===== config.mk =====
export PLATFORM = sky130hd
export DESIGN_NAME = two_button_debounce_row_cycler_core_flat
export DESIGN_NICKNAME = d
export VERILOG_FILES = /design/src/design/tbdrc_pkg.sv /design/src/design/tbdrc_ifs.sv /design/src/design/tbdrc_debounce.sv /design/src/design/tbdrc_chord.sv /design/src/design/two_button_debounce_row_cycler_core.sv /design/src/flat_wrapper.sv
export SDC_FILE = /design/constraint.sdc
export NUM_CORES = 1
export LEC_CHECK = 0
export ABC_AREA = 1
export BUFFER_PORTS_ARGS = -buffer_cell sky130_fd_sc_hd__buf_2
export CORE_UTILIZATION = 59
export CTS_CLUSTER_DIAMETER = 30
export DETAILED_ROUTE_END_ITERATION = 12
export MAX_ROUTING_LAYER = met4
export PLACE_DENSITY_LB_ADDON = 0.1
export SLEW_MARGIN = 10
export SYNTH_ARGS = -nofsm -noshare
export SYNTH_HDL_FRONTEND = slang
export SYNTH_SLANG_ARGS = --single-unit

===== constraint.sdc =====
create_clock -name i_clk -period 6.6 [get_ports i_clk]
set_input_delay 0.66 -clock i_clk [delete_from_list [all_inputs] [get_ports i_clk]]
set_output_delay 0.66 -clock i_clk [all_outputs]
set_load 0.1 [all_outputs]

===== src/design/tbdrc_pkg.sv =====
// Package for the two-button debounce row cycler: shared types, constants,
// the fixed profile table and the row packing function.
// No dependencies.
package tbdrc_pkg;

    // Configuration port geometry
    localparam int unsigned APB_ADDR_W = 3;
    localparam int unsigned APB_DATA_W = 32;
    localparam logic        REG_IDX_DEBOUNCE_DELAY = 1'b0;

    // Field widths
    localparam int unsigned TIME_W  = 32;
    localparam int unsigned DELAY_W = 16;
    localparam int unsigned LABEL_W = 16;
    localparam int unsigned ROW_W   = 2;
    localparam int unsigned PROF_W  = 2;
    localparam int unsigned PACK_W  = 16;

    localparam int unsigned ROW_COUNT          = 4;
    localparam int unsigned MAX_SENSORS        = 8;
    localparam int unsigned SENSOR_COUNT_DEF   = 8;

    // Reset values
    localparam logic [DELAY_W-1:0]        DELAY_RESET = 16'd50;
    localparam logic signed [LABEL_W-1:0] LABEL_RESET = 16'sd1;
    localparam logic signed [LABEL_W-1:0] LABEL_MAX   = 16'sh7FFF;
    localparam logic signed [LABEL_W-1:0] LABEL_MIN   = 16'sh8000;

    // Profile assignment table, one row per chord step
    localparam logic [PROF_W-1:0] ROW_TABLE [ROW_COUNT][MAX_SENSORS] = '{
        '{2'd0, 2'd0, 2'd1, 2'd1, 2'd2, 2'd2, 2'd3, 2'd3},
        '{2'd3, 2'd3, 2'd0, 2'd0, 2'd1, 2'd1, 2'd2, 2'd2},
        '{2'd2, 2'd2, 2'd3, 2'd3, 2'd0, 2'd0, 2'd1, 2'd1},
        '{2'd1, 2'd1, 2'd2, 2'd2, 2'd3, 2'd3, 2'd0, 2'd0}
    };

    // Chord and label state as seen by the result stage
    typedef struct packed {
        logic signed [LABEL_W-1:0] label_value;
        logic                      custom_mode;
        logic [ROW_W-1:0]          row_number;
        logic                      row_changed;
    } t_chord_status;

    // One result item
    typedef struct packed {
        logic signed [LABEL_W-1:0] label_value;
        logic                      custom_mode;
        logic [ROW_W-1:0]          row_number;
        logic                      row_changed;
        logic [PACK_W-1:0]         sensor_profiles;
        logic                      stable_one;
        logic                      stable_two;
    } t_result;

    // One input item
    typedef struct packed {
        logic [TIME_W-1:0] time_ms;
        logic              pin_one_level;
        logic              pin_two_level;
    } t_sample;

    // Pack a table row, sensor k in bits 2k+1..2k, unused sensors zero
    function automatic logic [PACK_W-1:0] pack_row(input logic [ROW_W-1:0] row,
                                                   input int unsigned sensors);
        logic [PACK_W-1:0] pk;
        pk = '0;
        for (int k = 0; k < MAX_SENSORS; k++) begin
            if (k < sensors) begin
                pk[PROF_W*k +: PROF_W] = ROW_TABLE[row][k];
            end
        end
        return pk;
    endfunction

endpackage


===== src/design/tbdrc_ifs.sv =====
// Stream channel interfaces for the sample input and the result output.
// Valid/ready handshake; depends on nothing else.
interface tbdrc_sample_if;
    logic        valid;
    logic        ready;
    logic [31:0] time_ms;
    logic        pin_one_level;
    logic        pin_two_level;

    modport source (output valid, output time_ms, output pin_one_level,
                    output pin_two_level, input ready);
    modport sink   (input valid, input time_ms, input pin_one_level,
                    input pin_two_level, output ready);
endinterface

interface tbdrc_result_if;
    logic               valid;
    logic               ready;
    logic signed [15:0] label_value;
    logic               custom_mode;
    logic [1:0]         row_number;
    logic               row_changed;
    logic [15:0]        sensor_profiles;
    logic               stable_one;
    logic               stable_two;

    modport source (output valid, output label_value, output custom_mode,
                    output row_number, output row_changed, output sensor_profiles,
                    output stable_one, output stable_two, input ready);
    modport sink   (input valid, input label_value, input custom_mode,
                    input row_number, input row_changed, input sensor_profiles,
                    input stable_one, input stable_two, output ready);
endinterface


===== src/design/tbdrc_debounce.sv =====
// Debounce unit for one active-low button pin.
// Uses tbdrc_pkg for widths.
module tbdrc_debounce (
    input  logic                        i_clk,
    input  logic                        i_rst_n,
    input  logic                        i_en,
    input  logic [tbdrc_pkg::TIME_W-1:0]  i_time_ms,
    input  logic                        i_pin_level,
    input  logic [tbdrc_pkg::DELAY_W-1:0] i_delay_ms,
    output logic                        o_stable
);
    import tbdrc_pkg::*;

    logic              r_last_raw;
    logic [TIME_W-1:0] r_since;
    logic              r_stable;
    logic              n_last_raw;
    logic [TIME_W-1:0] n_since;
    logic              n_stable;
    logic              raw;
    logic [TIME_W-1:0] elapsed;

    // Restart the timer on a raw change, accept the level once it held long enough
    always_comb begin
        raw        = ~i_pin_level;
        n_last_raw = raw;
        n_since    = (raw != r_last_raw) ? i_time_ms : r_since;
        elapsed    = i_time_ms - n_since;
        n_stable   = (elapsed > {{(TIME_W-DELAY_W){1'b0}}, i_delay_ms}) ? raw : r_stable;
    end

    assign o_stable = n_stable;

    // Advance the button state once per transfer
    always_ff @(posedge i_clk) begin
        if (!i_rst_n) begin
            r_last_raw <= 1'b0;
            r_since    <= '0;
            r_stable   <= 1'b0;
        end else if (i_en) begin
            r_last_raw <= n_last_raw;
            r_since    <= n_since;
            r_stable   <= n_stable;
        end
    end

endmodule


===== src/design/tbdrc_chord.sv =====
// Chord edge detector, row cycler and saturating label counter.
// Uses tbdrc_pkg for widths, limits and the status struct.
module tbdrc_chord (
    input  logic                     i_clk,
    input  logic                     i_rst_n,
    input  logic                     i_en,
    input  logic                     i_stable_one,
    input  logic                     i_stable_two,
    output tbdrc_pkg::t_chord_status o_status
);
    import tbdrc_pkg::*;

    logic                      r_prior_chord;
    logic                      r_prior_one;
    logic                      r_prior_two;
    logic                      r_mode;
    logic [ROW_W-1:0]          r_row;
    logic signed [LABEL_W-1:0] r_label;
    logic                      n_prior_one;
    logic                      n_prior_two;
    logic                      n_mode;
    logic [ROW_W-1:0]          n_row;
    logic signed [LABEL_W-1:0] n_label;
    logic                      both;
    logic                      fire;
    logic                      new_one;
    logic                      new_two;

    // Fire on a rising chord, otherwise count lone new presses
    always_comb begin
        both        = i_stable_one & i_stable_two;
        fire        = both & ~r_prior_chord;
        new_one     = i_stable_one & ~r_prior_one;
        new_two     = i_stable_two & ~r_prior_two;
        n_mode      = r_mode;
        n_row       = r_row;
        n_label     = r_label;
        n_prior_one = r_prior_one;
        n_prior_two = r_prior_two;
        if (fire) begin
            n_mode = 1'b1;
            n_row  = r_mode ? r_row + 1'b1 : '0;
        end else if (!both) begin
            if (new_one && !i_stable_two) begin
                if (r_label != LABEL_MAX) begin
                    n_label = r_label + 16'sd1;
                end
            end else if (new_two && !i_stable_one) begin
                if (r_label != LABEL_MIN) begin
                    n_label = r_label - 16'sd1;
                end
            end
            n_prior_one = i_stable_one;
            n_prior_two = i_stable_two;
        end
        o_status.label_value = n_label;
        o_status.custom_mode = n_mode;
        o_status.row_number  = n_row;
        o_status.row_changed = fire;
    end

    // Commit state once per transfer
    always_ff @(posedge i_clk) begin
        if (!i_rst_n) begin
            r_prior_chord <= 1'b0;
            r_prior_one   <= 1'b0;
            r_prior_two   <= 1'b0;
            r_mode        <= 1'b0;
            r_row         <= '0;
            r_label       <= LABEL_RESET;
        end else if (i_en) begin
            r_prior_chord <= both;
            r_prior_one   <= n_prior_one;
            r_prior_two   <= n_prior_two;
            r_mode        <= n_mode;
            r_row         <= n_row;
            r_label       <= n_label;
        end
    end

endmodule


===== src/design/two_button_debounce_row_cycler_core.sv =====
// Top level of the two-button debounce row cycler: APB register, sample
// register, two debounce units, chord/label unit and result register.
// Depends on tbdrc_pkg, tbdrc_ifs, tbdrc_debounce and tbdrc_chord.
//
//   Channel    Dir  Handshake        Payload
//   i_sample   in   valid / ready    time_ms, pin_one_level, pin_two_level
//   o_result   out  valid / ready    label_value .. stable_two (one per sample)
//   APB        in   psel / penable   debounce_delay_ms at byte address 0
//
// One sample per cycle sustained while results are taken. A sample is first
// held in the sample register, then updates all state and loads the result
// register once that register is free; result valid rises with that load.
// Reset is synchronous; no sample is taken during the reset cycle.
// A stalled result holds; the sample register keeps filling behind it and
// then holds too, so after reset ready drops only when both stages are full.
module two_button_debounce_row_cycler_core #(
    parameter int unsigned SENSOR_COUNT = tbdrc_pkg::SENSOR_COUNT_DEF
) (
    input  logic                              i_clk,
    input  logic                              i_rst_n,
    tbdrc_sample_if.sink                      i_sample,
    tbdrc_result_if.source                    o_result,
    input  logic                              psel,
    input  logic                              penable,
    input  logic                              pwrite,
    input  logic [tbdrc_pkg::APB_ADDR_W-1:0]  paddr,
    input  logic [tbdrc_pkg::APB_DATA_W-1:0]  pwdata,
    output logic [tbdrc_pkg::APB_DATA_W-1:0]  prdata,
    output logic                              pready
);
    import tbdrc_pkg::*;

    logic                r_run;
    logic [DELAY_W-1:0]  r_delay;
    logic                r_in_valid;
    t_sample             r_in;
    logic                r_out_valid;
    t_result             r_out;
    t_result             n_out;
    logic                out_free;
    logic                advance;
    logic                take_in;
    logic                cfg_wr;
    logic                stable_one;
    logic                stable_two;
    t_chord_status       chord;

    // Configuration register
    assign pready = 1'b1;
    assign cfg_wr = psel & penable & pwrite & (paddr[2] == REG_IDX_DEBOUNCE_DELAY);
    assign prdata = (paddr[2] == REG_IDX_DEBOUNCE_DELAY)
                    ? {{(APB_DATA_W-DELAY_W){1'b0}}, r_delay} : '0;

    always_ff @(posedge i_clk) begin
        if (!i_rst_n) begin
            r_delay <= DELAY_RESET;
        end else if (cfg_wr) begin
            r_delay <= pwdata[DELAY_W-1:0];
        end
    end

    // Handshake and stage control
    assign out_free       = ~r_out_valid | o_result.ready;
    assign advance        = r_in_valid & out_free;
    assign i_sample.ready = r_run & (~r_in_valid | out_free);
    assign take_in        = i_sample.valid & i_sample.ready;

    always_ff @(posedge i_clk) begin
        if (!i_rst_n) begin
            r_run       <= 1'b0;
            r_in_valid  <= 1'b0;
            r_out_valid <= 1'b0;
        end else begin
            r_run <= 1'b1;
            if (take_in) begin
                r_in_valid <= 1'b1;
            end else if (advance) begin
                r_in_valid <= 1'b0;
            end
            if (advance) begin
                r_out_valid <= 1'b1;
            end else if (o_result.ready) begin
                r_out_valid <= 1'b0;
            end
        end
    end

    // Capture the sample
    always_ff @(posedge i_clk) begin
        if (take_in) begin
            r_in.time_ms       <= i_sample.time_ms;
            r_in.pin_one_level <= i_sample.pin_one_level;
            r_in.pin_two_level <= i_sample.pin_two_level;
        end
    end

    tbdrc_debounce u_deb_one (
        .i_clk       (i_clk),
        .i_rst_n     (i_rst_n),
        .i_en        (advance),
        .i_time_ms   (r_in.time_ms),
        .i_pin_level (r_in.pin_one_level),
        .i_delay_ms  (r_delay),
        .o_stable    (stable_one)
    );

    tbdrc_debounce u_deb_two (
        .i_clk       (i_clk),
        .i_rst_n     (i_rst_n),
        .i_en        (advance),
        .i_time_ms   (r_in.time_ms),
        .i_pin_level (r_in.pin_two_level),
        .i_delay_ms  (r_delay),
        .o_stable    (stable_two)
    );

    tbdrc_chord u_chord (
        .i_clk        (i_clk),
        .i_rst_n      (i_rst_n),
        .i_en         (advance),
        .i_stable_one (stable_one),
        .i_stable_two (stable_two),
        .o_status     (chord)
    );

    // Assemble the result
    always_comb begin
        n_out.label_value     = chord.label_value;
        n_out.custom_mode     = chord.custom_mode;
        n_out.row_number      = chord.row_number;
        n_out.row_changed     = chord.row_changed;
        n_out.sensor_profiles = pack_row(chord.row_number, SENSOR_COUNT);
        n_out.stable_one      = stable_one;
        n_out.stable_two      = stable_two;
    end

    always_ff @(posedge i_clk) begin
        if (advance) begin
            r_out <= n_out;
        end
    end

    assign o_result.valid           = r_out_valid;
    assign o_result.label_value     = r_out.label_value;
    assign o_result.custom_mode     = r_out.custom_mode;
    assign o_result.row_number      = r_out.row_number;
    assign o_result.row_changed     = r_out.row_changed;
    assign o_result.sensor_profiles = r_out.sensor_profiles;
    assign o_result.stable_one      = r_out.stable_one;
    assign o_result.stable_two      = r_out.stable_two;

endmodule


===== src/flat_wrapper.sv =====
// flat-port wrapper written by rule: the top's interface ports become plain ports
module two_button_debounce_row_cycler_core_flat import tbdrc_pkg::*;
#(
    parameter int unsigned SENSOR_COUNT = tbdrc_pkg::SENSOR_COUNT_DEF
)
  (i_clk, i_rst_n, psel, penable, pwrite, paddr, pwdata, prdata, pready, i_sample_valid, i_sample_time_ms, i_sample_pin_one_level, i_sample_pin_two_level, i_sample_ready, o_result_valid, o_result_label_value, o_result_custom_mode, o_result_row_number, o_result_row_changed, o_result_sensor_profiles, o_result_stable_one, o_result_stable_two, o_result_ready);
  tbdrc_sample_if i_sample_i ();
  tbdrc_result_if o_result_i ();
  input  logic i_clk;
  input  logic i_rst_n;
  input  logic psel;
  input  logic penable;
  input  logic pwrite;
  input  logic [tbdrc_pkg::APB_ADDR_W-1:0] paddr;
  input  logic [tbdrc_pkg::APB_DATA_W-1:0] pwdata;
  output logic [tbdrc_pkg::APB_DATA_W-1:0] prdata;
  output logic pready;
  input wire logic [$bits(i_sample_i.valid)-1:0] i_sample_valid;
  input wire logic [$bits(i_sample_i.time_ms)-1:0] i_sample_time_ms;
  input wire logic [$bits(i_sample_i.pin_one_level)-1:0] i_sample_pin_one_level;
  input wire logic [$bits(i_sample_i.pin_two_level)-1:0] i_sample_pin_two_level;
  output wire logic [$bits(i_sample_i.ready)-1:0] i_sample_ready;
  output wire logic [$bits(o_result_i.valid)-1:0] o_result_valid;
  output wire logic [$bits(o_result_i.label_value)-1:0] o_result_label_value;
  output wire logic [$bits(o_result_i.custom_mode)-1:0] o_result_custom_mode;
  output wire logic [$bits(o_result_i.row_number)-1:0] o_result_row_number;
  output wire logic [$bits(o_result_i.row_changed)-1:0] o_result_row_changed;
  output wire logic [$bits(o_result_i.sensor_profiles)-1:0] o_result_sensor_profiles;
  output wire logic [$bits(o_result_i.stable_one)-1:0] o_result_stable_one;
  output wire logic [$bits(o_result_i.stable_two)-1:0] o_result_stable_two;
  input wire logic [$bits(o_result_i.ready)-1:0] o_result_ready;
  assign i_sample_i.valid = i_sample_valid;
  assign i_sample_i.time_ms = i_sample_time_ms;
  assign i_sample_i.pin_one_level = i_sample_pin_one_level;
  assign i_sample_i.pin_two_level = i_sample_pin_two_level;
  assign i_sample_ready = i_sample_i.ready;
  assign o_result_valid = o_result_i.valid;
  assign o_result_label_value = o_result_i.label_value;
  assign o_result_custom_mode = o_result_i.custom_mode;
  assign o_result_row_number = o_result_i.row_number;
  assign o_result_row_changed = o_result_i.row_changed;
  assign o_result_sensor_profiles = o_result_i.sensor_profiles;
  assign o_result_stable_one = o_result_i.stable_one;
  assign o_result_stable_two = o_result_i.stable_two;
  assign o_result_i.ready = o_result_ready;
  two_button_debounce_row_cycler_core #(.SENSOR_COUNT(SENSOR_COUNT)) u_core (.i_clk(i_clk), .i_rst_n(i_rst_n), .i_sample(i_sample_i), .o_result(o_result_i), .psel(psel), .penable(penable), .pwrite(pwrite), .paddr(paddr), .pwdata(pwdata), .prdata(prdata), .pready(pready));
endmodule

==> summary.txt, run 1 <==
Finish
  • Most frequent cells in the layout: nand2_1, inv_1, nor2_1
  • ANT cells: 0
  • Area grow syn2layout: 8.944%
  • Final core occ: 0.6522
  • Share of layout cells above drive strength 1: 0.09162
  • Number of fill cells: 2095
  • Commonest non-fill, non-tap cell in the layout: nand2_1
  • Nets@finish: 2310

Global routing
  • Gr ovfl total: 0
  • Global Route Usage Sum: 0.3550
  • Initial antenna violation count: 0
  • Largest net degree at the start of global routing: 75
  • Vias in the first global route: 12.20k
  • Global-route wire length before repair: between 60 and 70 mm

Clocking
  • Clock transition at path regs: approximately 0.080 ns
  • Root Driver: clkbuf_16
  • Skew-Pair Late Insertion Delay: about 0.46 ns
  • CTS Hold Bufs: 0
  • TritonCTS clock tree: yes
  • H-tree Lvls: 4
  • Sink Count: around 170
  • Num CTS Buffers: 17
  • Clk buf depth: 2

Routing
  • Post-DRT Antenna Nets: 0
  • Remaining DRCs: 0
  • Initial DRC count: between 1k and 1.5k
  • Via/cell ratio: between 5 and 6
  • Drt pass-1 iters: 6
  • Drt total wl: about 40 mm
  • Wire length per cell: around 16 um
  • Vias: about 14k

Worst setup path
  • Most used cell, CP: nand2_1
  • Crit. End Element: flip-flop
  • CP max stage delay: a little over 0.5 ns
  • CP arrival: approximately 6.3 ns
  • Reg2reg start: u_core.r_in[1]$_DFFE_PP_
  • Critical Path Source Type: flip-flop
  • Largest fanout on the critical path: 30
  • CP required: a little under 7 ns
  • Slowest stage cell, crit path: edfxtp_1
  • Worst r2r path cells: 31
  • Slack of the worst reg-to-reg path: around 0.48 ns
  • Crit path from: u_core.r_in[1]$_DFFE_PP_
  • Worst r2r dst: u_core.o_result.sensor_profiles[3]$_DFFE_PP_
  • Critical path class: flip-flop to flip-flop

Floorplan
  • I/O pins: between 100 and 150
  • Die Y: 153.3 um
  • Rows: 55
  • Die area: 23510 um2
  • Core region area: around 23000 um2
  • Die width: 153.3 um
  • Starting Density: 0.5987

STA
  • Final setup violation count: 0
  • Worst Hold Slack: between 0.3 and 0.4 ns
  • Final period utilization: 0.9266
  • RSZ-0062 raised after global routing: false
  • Tmin final: between 6 and 7 ns
  • Clock skew: between 0.015 and 0.02 ns
  • Fin. Hold Viols: 0
  • Slew Viols, Final: 0
  • Slew headroom: 0.2391
  • Max Fclk: between 150 and 200 MHz
  • TNS Setup: 0 ns
  • Least-Margin Pin Slew: about 1.1 ns

Power
  • Leakage: 0.007460 uW
  • VDD IR max: roughly 140 uV
  • Pwr/cell area: roughly 230 nW/um2

Synth
  • Synth area leaders: dfxtp_1, nand2_1, edfxtp_1
  • Dominant cell type by area after synthesis: dfxtp_1
  • Count of state elements after synthesis: approximately 170
  • Share of the synthesized area in the top cell type: 0.1615
  • Async set-reset flop share out of synthesis: 0
  • Yosys warns: 0
  • Prevailing post-synth register cell: dfxtp_1
  • Number of synthesized flops with an enable pin: 60
  • Synthesized cell area: about 14000 um2
  • Avg Cell Area, Syn: ~6.5 um2
  • Seq/Total Area, Yosys: 0.2948
  • Mapped Cells: roughly 2.1k
  • Distinct cells, synth: just under 50

Min path
  • Hold depth: 1
  • Hold_sp: i_sample_time_ms[29]
  • Hold Path Class: input pin to flip-flop
  • Worst Hold End: u_core.r_in[31]$_DFFE_PP_

Place
  • Port bufs: 113
  • GP Congestion: about 1
  • Final HPWL DP: 31.21 mm

Outcome
  • Status: complete, no violations

Job
  • Max-Cap Viols: 0
==> worst max-delay path, delay by kind of cell (launching register included) <==
family	cells	cell delay (ns)
flops	1	0.51
compound gates	3	0.84
fa+ha+maj	2	0.64
simple gates	21	2.82
buf+inv	4	0.81
xor+xnor	1	0.20
==> worst max-delay path by stage <==
stage	depth (start not counted)	to
after floorplan	35	u_core.o_result.sensor_profiles[3]$_DFFE_PP_
after global placement	35	u_core.o_result.sensor_profiles[11]$_DFFE_PP_
after detailed placement	35	u_core.o_result.sensor_profiles[3]$_DFFE_PP_
after CTS	35	u_core.o_result.sensor_profiles[3]$_DFFE_PP_
after global routing	32	u_core.o_result.sensor_profiles[3]$_DFFE_PP_
final	31	u_core.o_result.sensor_profiles[3]$_DFFE_PP_
==> final cells by class <==
class	instances	area, um2	share of cell area
Sequential cell	169	3984	0.2706
Timing Repair Buffer	124	648.1	0.04403
Inverter	344	1299	0.08822
Multi-Input combinational cell	1492	7811	0.5306
Clock buffer	17	425.4	0.02890
Tap cell	285	356.6	0.02422
Clock inverter	15	197.7	0.01343
==> timing repair <==
action | 4_1_cts | 5_1_grt
setup endpoints to repair | 0 | 2
buffers inserted | 0 | 0
resized for setup | 0 | 2
==> flip-flops by register name, indices dropped and copies added, names as in the netlist, 2 cells and up <==
register	cells
u_core.u_chord.r_label	16
u_core.u_deb_two.r_since	32
u_core.o_result.sensor_profiles	5
u_core.r_delay	16
u_core.u_deb_one.r_since	32
u_core.u_chord.r_row	2
u_core.r_in	34
u_core.o_result.label_value	16
==> through the flow <==
stage	setup slack [ns]	cell area (um2)	power (uW)	cells
after global routing	0.01073	14720	3520	2446
after global placement	0.7274	14090	2248	2414
after CTS	0.5264	14720	3331	2446
after floorplan	1.782	13570	2012	2095
after detailed placement	0.5816	14090	2267	2414
final	0.4844	14720	3340	2446
==> kinds of logic after synthesis <==
kind of cell	Yosys count	synth area share
and+or+nand+nor	952	0.3008
AOI/OAI and AO/OA	393	0.1628
xor gates and xnor gates	43	0.02787
other	2	0.0005558
adders and majority gates	86	0.08019
DFF	169	0.2948
buffers and inverters	434	0.1322
muxes	1	0.0007408
==> power by group <==
part	switching (uW)	leakage [uW]	internal, uW
Sequential	40.7	0.00145	1130
Combinational	764	0.00571	335
Clock	520	0.000307	553
Total	1320	0.00746	2020
==> routing by layer <==
metal,vias up,routed length (um),GRT usage,share of wire
met2,577,16990,0.5212,0.42
met5,-,0,-,0
met1,6177,18630,0.5001,0.46
met3,78,3421,0.04650,0.085
li1,6884,-,-,-
met4,0,1081,0.1210,0.027
==> cells in the mapped netlist (all sizes together), types with 3 or more instances <==
master,count
nand2,563
inv,341
nor2,169
o21ai,154
a21oi,144
nand3,128
dfxtp,109
ha,85
edfxtp,60
o211ai,52
buf,47
clkbuf,43
nand4,41
xor2,39
nor3,30
o21bai,11
nor4,10
a31oi,8
o21a,7
a21boi,6
and3,5
xnor2,4
a211oi,3
a21o,3
clkinv,3
Note: power is estimated with default switching activity, not from simulation.
==> run 2: changes to the inputs <==
--- a/config.mk
+++ b/config.mk
@@ -7,6 +7,7 @@
 export LEC_CHECK = 0
 export ABC_AREA = 1
 export BUFFER_PORTS_ARGS = -buffer_cell sky130_fd_sc_hd__buf_2
+export CORE_ASPECT_RATIO = 0.7
 export CORE_UTILIZATION = 59
 export CTS_CLUSTER_DIAMETER = 30
 export DETAILED_ROUTE_END_ITERATION = 12
==> run 2 against run 1 <==
- routed wire length increased by 7.6%
- via count increased by 1.8%
- combinational power about the same
- sequential cell count unchanged
- first-iteration DRC count increased by 60%
==> summary.txt, run 2 (same netlist as run 1, synthesis figures left out) <==
Place
  • GP Congestion: ~1
  • Placed Cells: 2432
  • Port bufs: approximately 110
  • Post-place setup slack: around 0.6 ns
  • Final HPWL DP: between 30 and 40 mm

STA
  • Max Fclk: roughly 160 MHz
  • Slew Viols, Final: 0
  • Clock skew: 0.01240 ns
  • Fin. Hold Viols: 0
  • Final setup violation count: 0
  • Tmin final: 6.176 ns
  • Slew headroom: 0.2360
  • RSZ-0062 raised after global routing: false
  • Final Worst Setup Slack: between 0.4 and 0.5 ns
  • Least-Margin Pin Slew: around 1.1 ns
  • Final period utilization: 0.9358
  • TNS Setup: 0 ns

Finish
  • Nets@finish: between 2k and 2.5k
  • ANT cells: 0
  • Biggest regs: u_core.r_in (34), u_core.u_deb_one.r_since (32), u_core.u_deb_two.r_since (32)
  • Number of flip-flops in the largest register: 34
  • Most frequent cells in the layout: nand2_1, inv_1, nor2_1
  • Share of layout cells above drive strength 1: 0.08847
  • Cell Count, Final, Fillers Out: about 2.5k
  • Reg with most FFs: u_core.r_in
  • Area grow syn2layout: 8.556%
  • Commonest non-fill, non-tap cell in the layout: nand2_1

Worst setup path
  • Top delay family on crit path: simple AND/OR/NAND/NOR gates
  • Crit path to: u_core.o_result.sensor_profiles[3]$_DFFE_PP_
  • Critical Path Source Type: flip-flop
  • CP max stage delay: 0.45 ns
  • CP arrival: approximately 6.4 ns
  • Slowest stage cell, crit path: nand2_2
  • Slack of the worst reg-to-reg path: 0.42 ns
  • WP buf/inv: 5
  • CP Depth: 37
  • Crit. End Element: flip-flop
  • Worst r2r dst: u_core.o_result.sensor_profiles[3]$_DFFE_PP_
  • Crit path from: u_core.r_in[0]$_DFFE_PP_
  • Largest fanout on the critical path: 20
  • CP required: approximately 7 ns
  • Reg2reg start: u_core.r_in[0]$_DFFE_PP_
  • Worst r2r path cells: 37
  • Critical path class: flip-flop to flip-flop
  • Most used cell, CP: nand2_1

Job
  • Max-Cap Viols: 0

Clocking
  • CTS Hold Bufs: 0
  • Root Driver: clkbuf_16
  • Setup Buffers After CTS: 0
  • Skew-Pair Late Insertion Delay: between 0.4 and 0.5 ns
  • Clock transition at path regs: ~0.070 ns
  • Num CTS Buffers: 17
  • H-tree Lvls: 4
  • Clk buf depth: 2
  • Sink Count: roughly 170
  • TritonCTS clock tree: yes
  • Post-CTS sizing: 0

Routing
  • Post-DRT Antenna Nets: 0
  • Drt total wl: between 40 and 50 mm
  • Wire length per cell: about 18 um
  • Remaining DRCs: 0
  • Initial DRC count: about 2.0k
  • Vias: around 14k
  • Drt pass-1 iters: 7
  • Via/cell ratio: about 5.7

Floorplan
  • Starting Density: 0.6122
  • Rows: 45
  • Core region area: between 20000 and 25000 um2
  • Die width: 182.9 um
  • Die Y: 128.6 um
  • Die area: between 20000 and 25000 um2
  • I/O pins: around 150

Global routing
  • Global Route Usage Sum: 0.3812
  • Gr ovfl total: 0
  • Vias in the first global route: approximately 12k
  • Largest net degree at the start of global routing: 80
  • Global-route wire length before repair: about 66 mm
  • Initial antenna violation count: 0

Outcome
  • Status: complete, no violations

Min path
  • Hold Path Class: input pin to flip-flop

Power
  • Leakage: about 0.0074 uW
  • VDD IR max: approximately 270 uV
  • Pwr/cell area: roughly 220 nW/um2
==> run 2: worst reg2reg max path, delay by kind of cell, from the launching register on <==
family	cells	cell delay, ns
and+or+nand+nor	26	3.79
DFF	1	0.42
AOI/OAI and AO/OA	2	0.42
adders and majority gates	3	0.68
xor gates and xnor gates	1	0.16
buffers and inverters	5	0.47
==> run 2: where the power goes <==
part	switching, uW	internal [uW]
clock network	455	535
registers	43.7	1130
logic	767	336
==> run 2: metal layers <==
metal / GRT usage / vias to the layer above / share of wire
met4: 0.07451 / 0 / 0.011
li1: - / 6875 / -
met1: 0.5859 / 6303 / 0.48
met2: 0.4845 / 745 / 0.37
met5: - / - / 0
met3: 0.1013 / 36 / 0.14
==> run 2: layout make-up <==
cell class	instances	area [um2]
fillers	2020	7402
well taps	305	381.6
clock buffers	22	486.7
clock inverters	10	80.08
inverters	344	1295
flip-flops and latches	169	3984
multi-input cells	1492	7809
repair buffers	122	633.1
==> run 2: worst min-delay path by stage <==
stage                                      startpoint                                     end  slack, ns  cells past startpoint
4_1_cts                          i_sample_time_ms[30]               u_core.r_in[32]$_DFFE_PP_       0.38                      1
2_1_floorplan  u_core.u_deb_one.r_stable$_SDFFE_PN0P_  u_core.u_deb_one.r_stable$_SDFFE_PN0P_       0.43                      2
3_3_place_gp   u_core.u_deb_one.r_stable$_SDFFE_PN0P_  u_core.u_deb_one.r_stable$_SDFFE_PN0P_       0.46                      2
3_5_place_dp   u_core.u_deb_one.r_stable$_SDFFE_PN0P_  u_core.u_deb_one.r_stable$_SDFFE_PN0P_       0.47                      2
6_report                         i_sample_time_ms[19]               u_core.r_in[21]$_DFFE_PP_       0.39                      1
5_1_grt                           i_sample_time_ms[9]               u_core.r_in[11]$_DFFE_PP_       0.39                      1
==> run 2: metrics by stage <==
step                      cell area [um2]  power, uW    util  hold WS [ns]
after global placement              14100       2234  0.6389        0.4634
after CTS                           14670       3235  0.6646        0.3822
after floorplan                     13570       2012       -        0.4284
final                               14670       3263  0.6646        0.3938
after global routing                14670       3425  0.6646        0.3866
after detailed placement            14100       2258  0.6389        0.4691
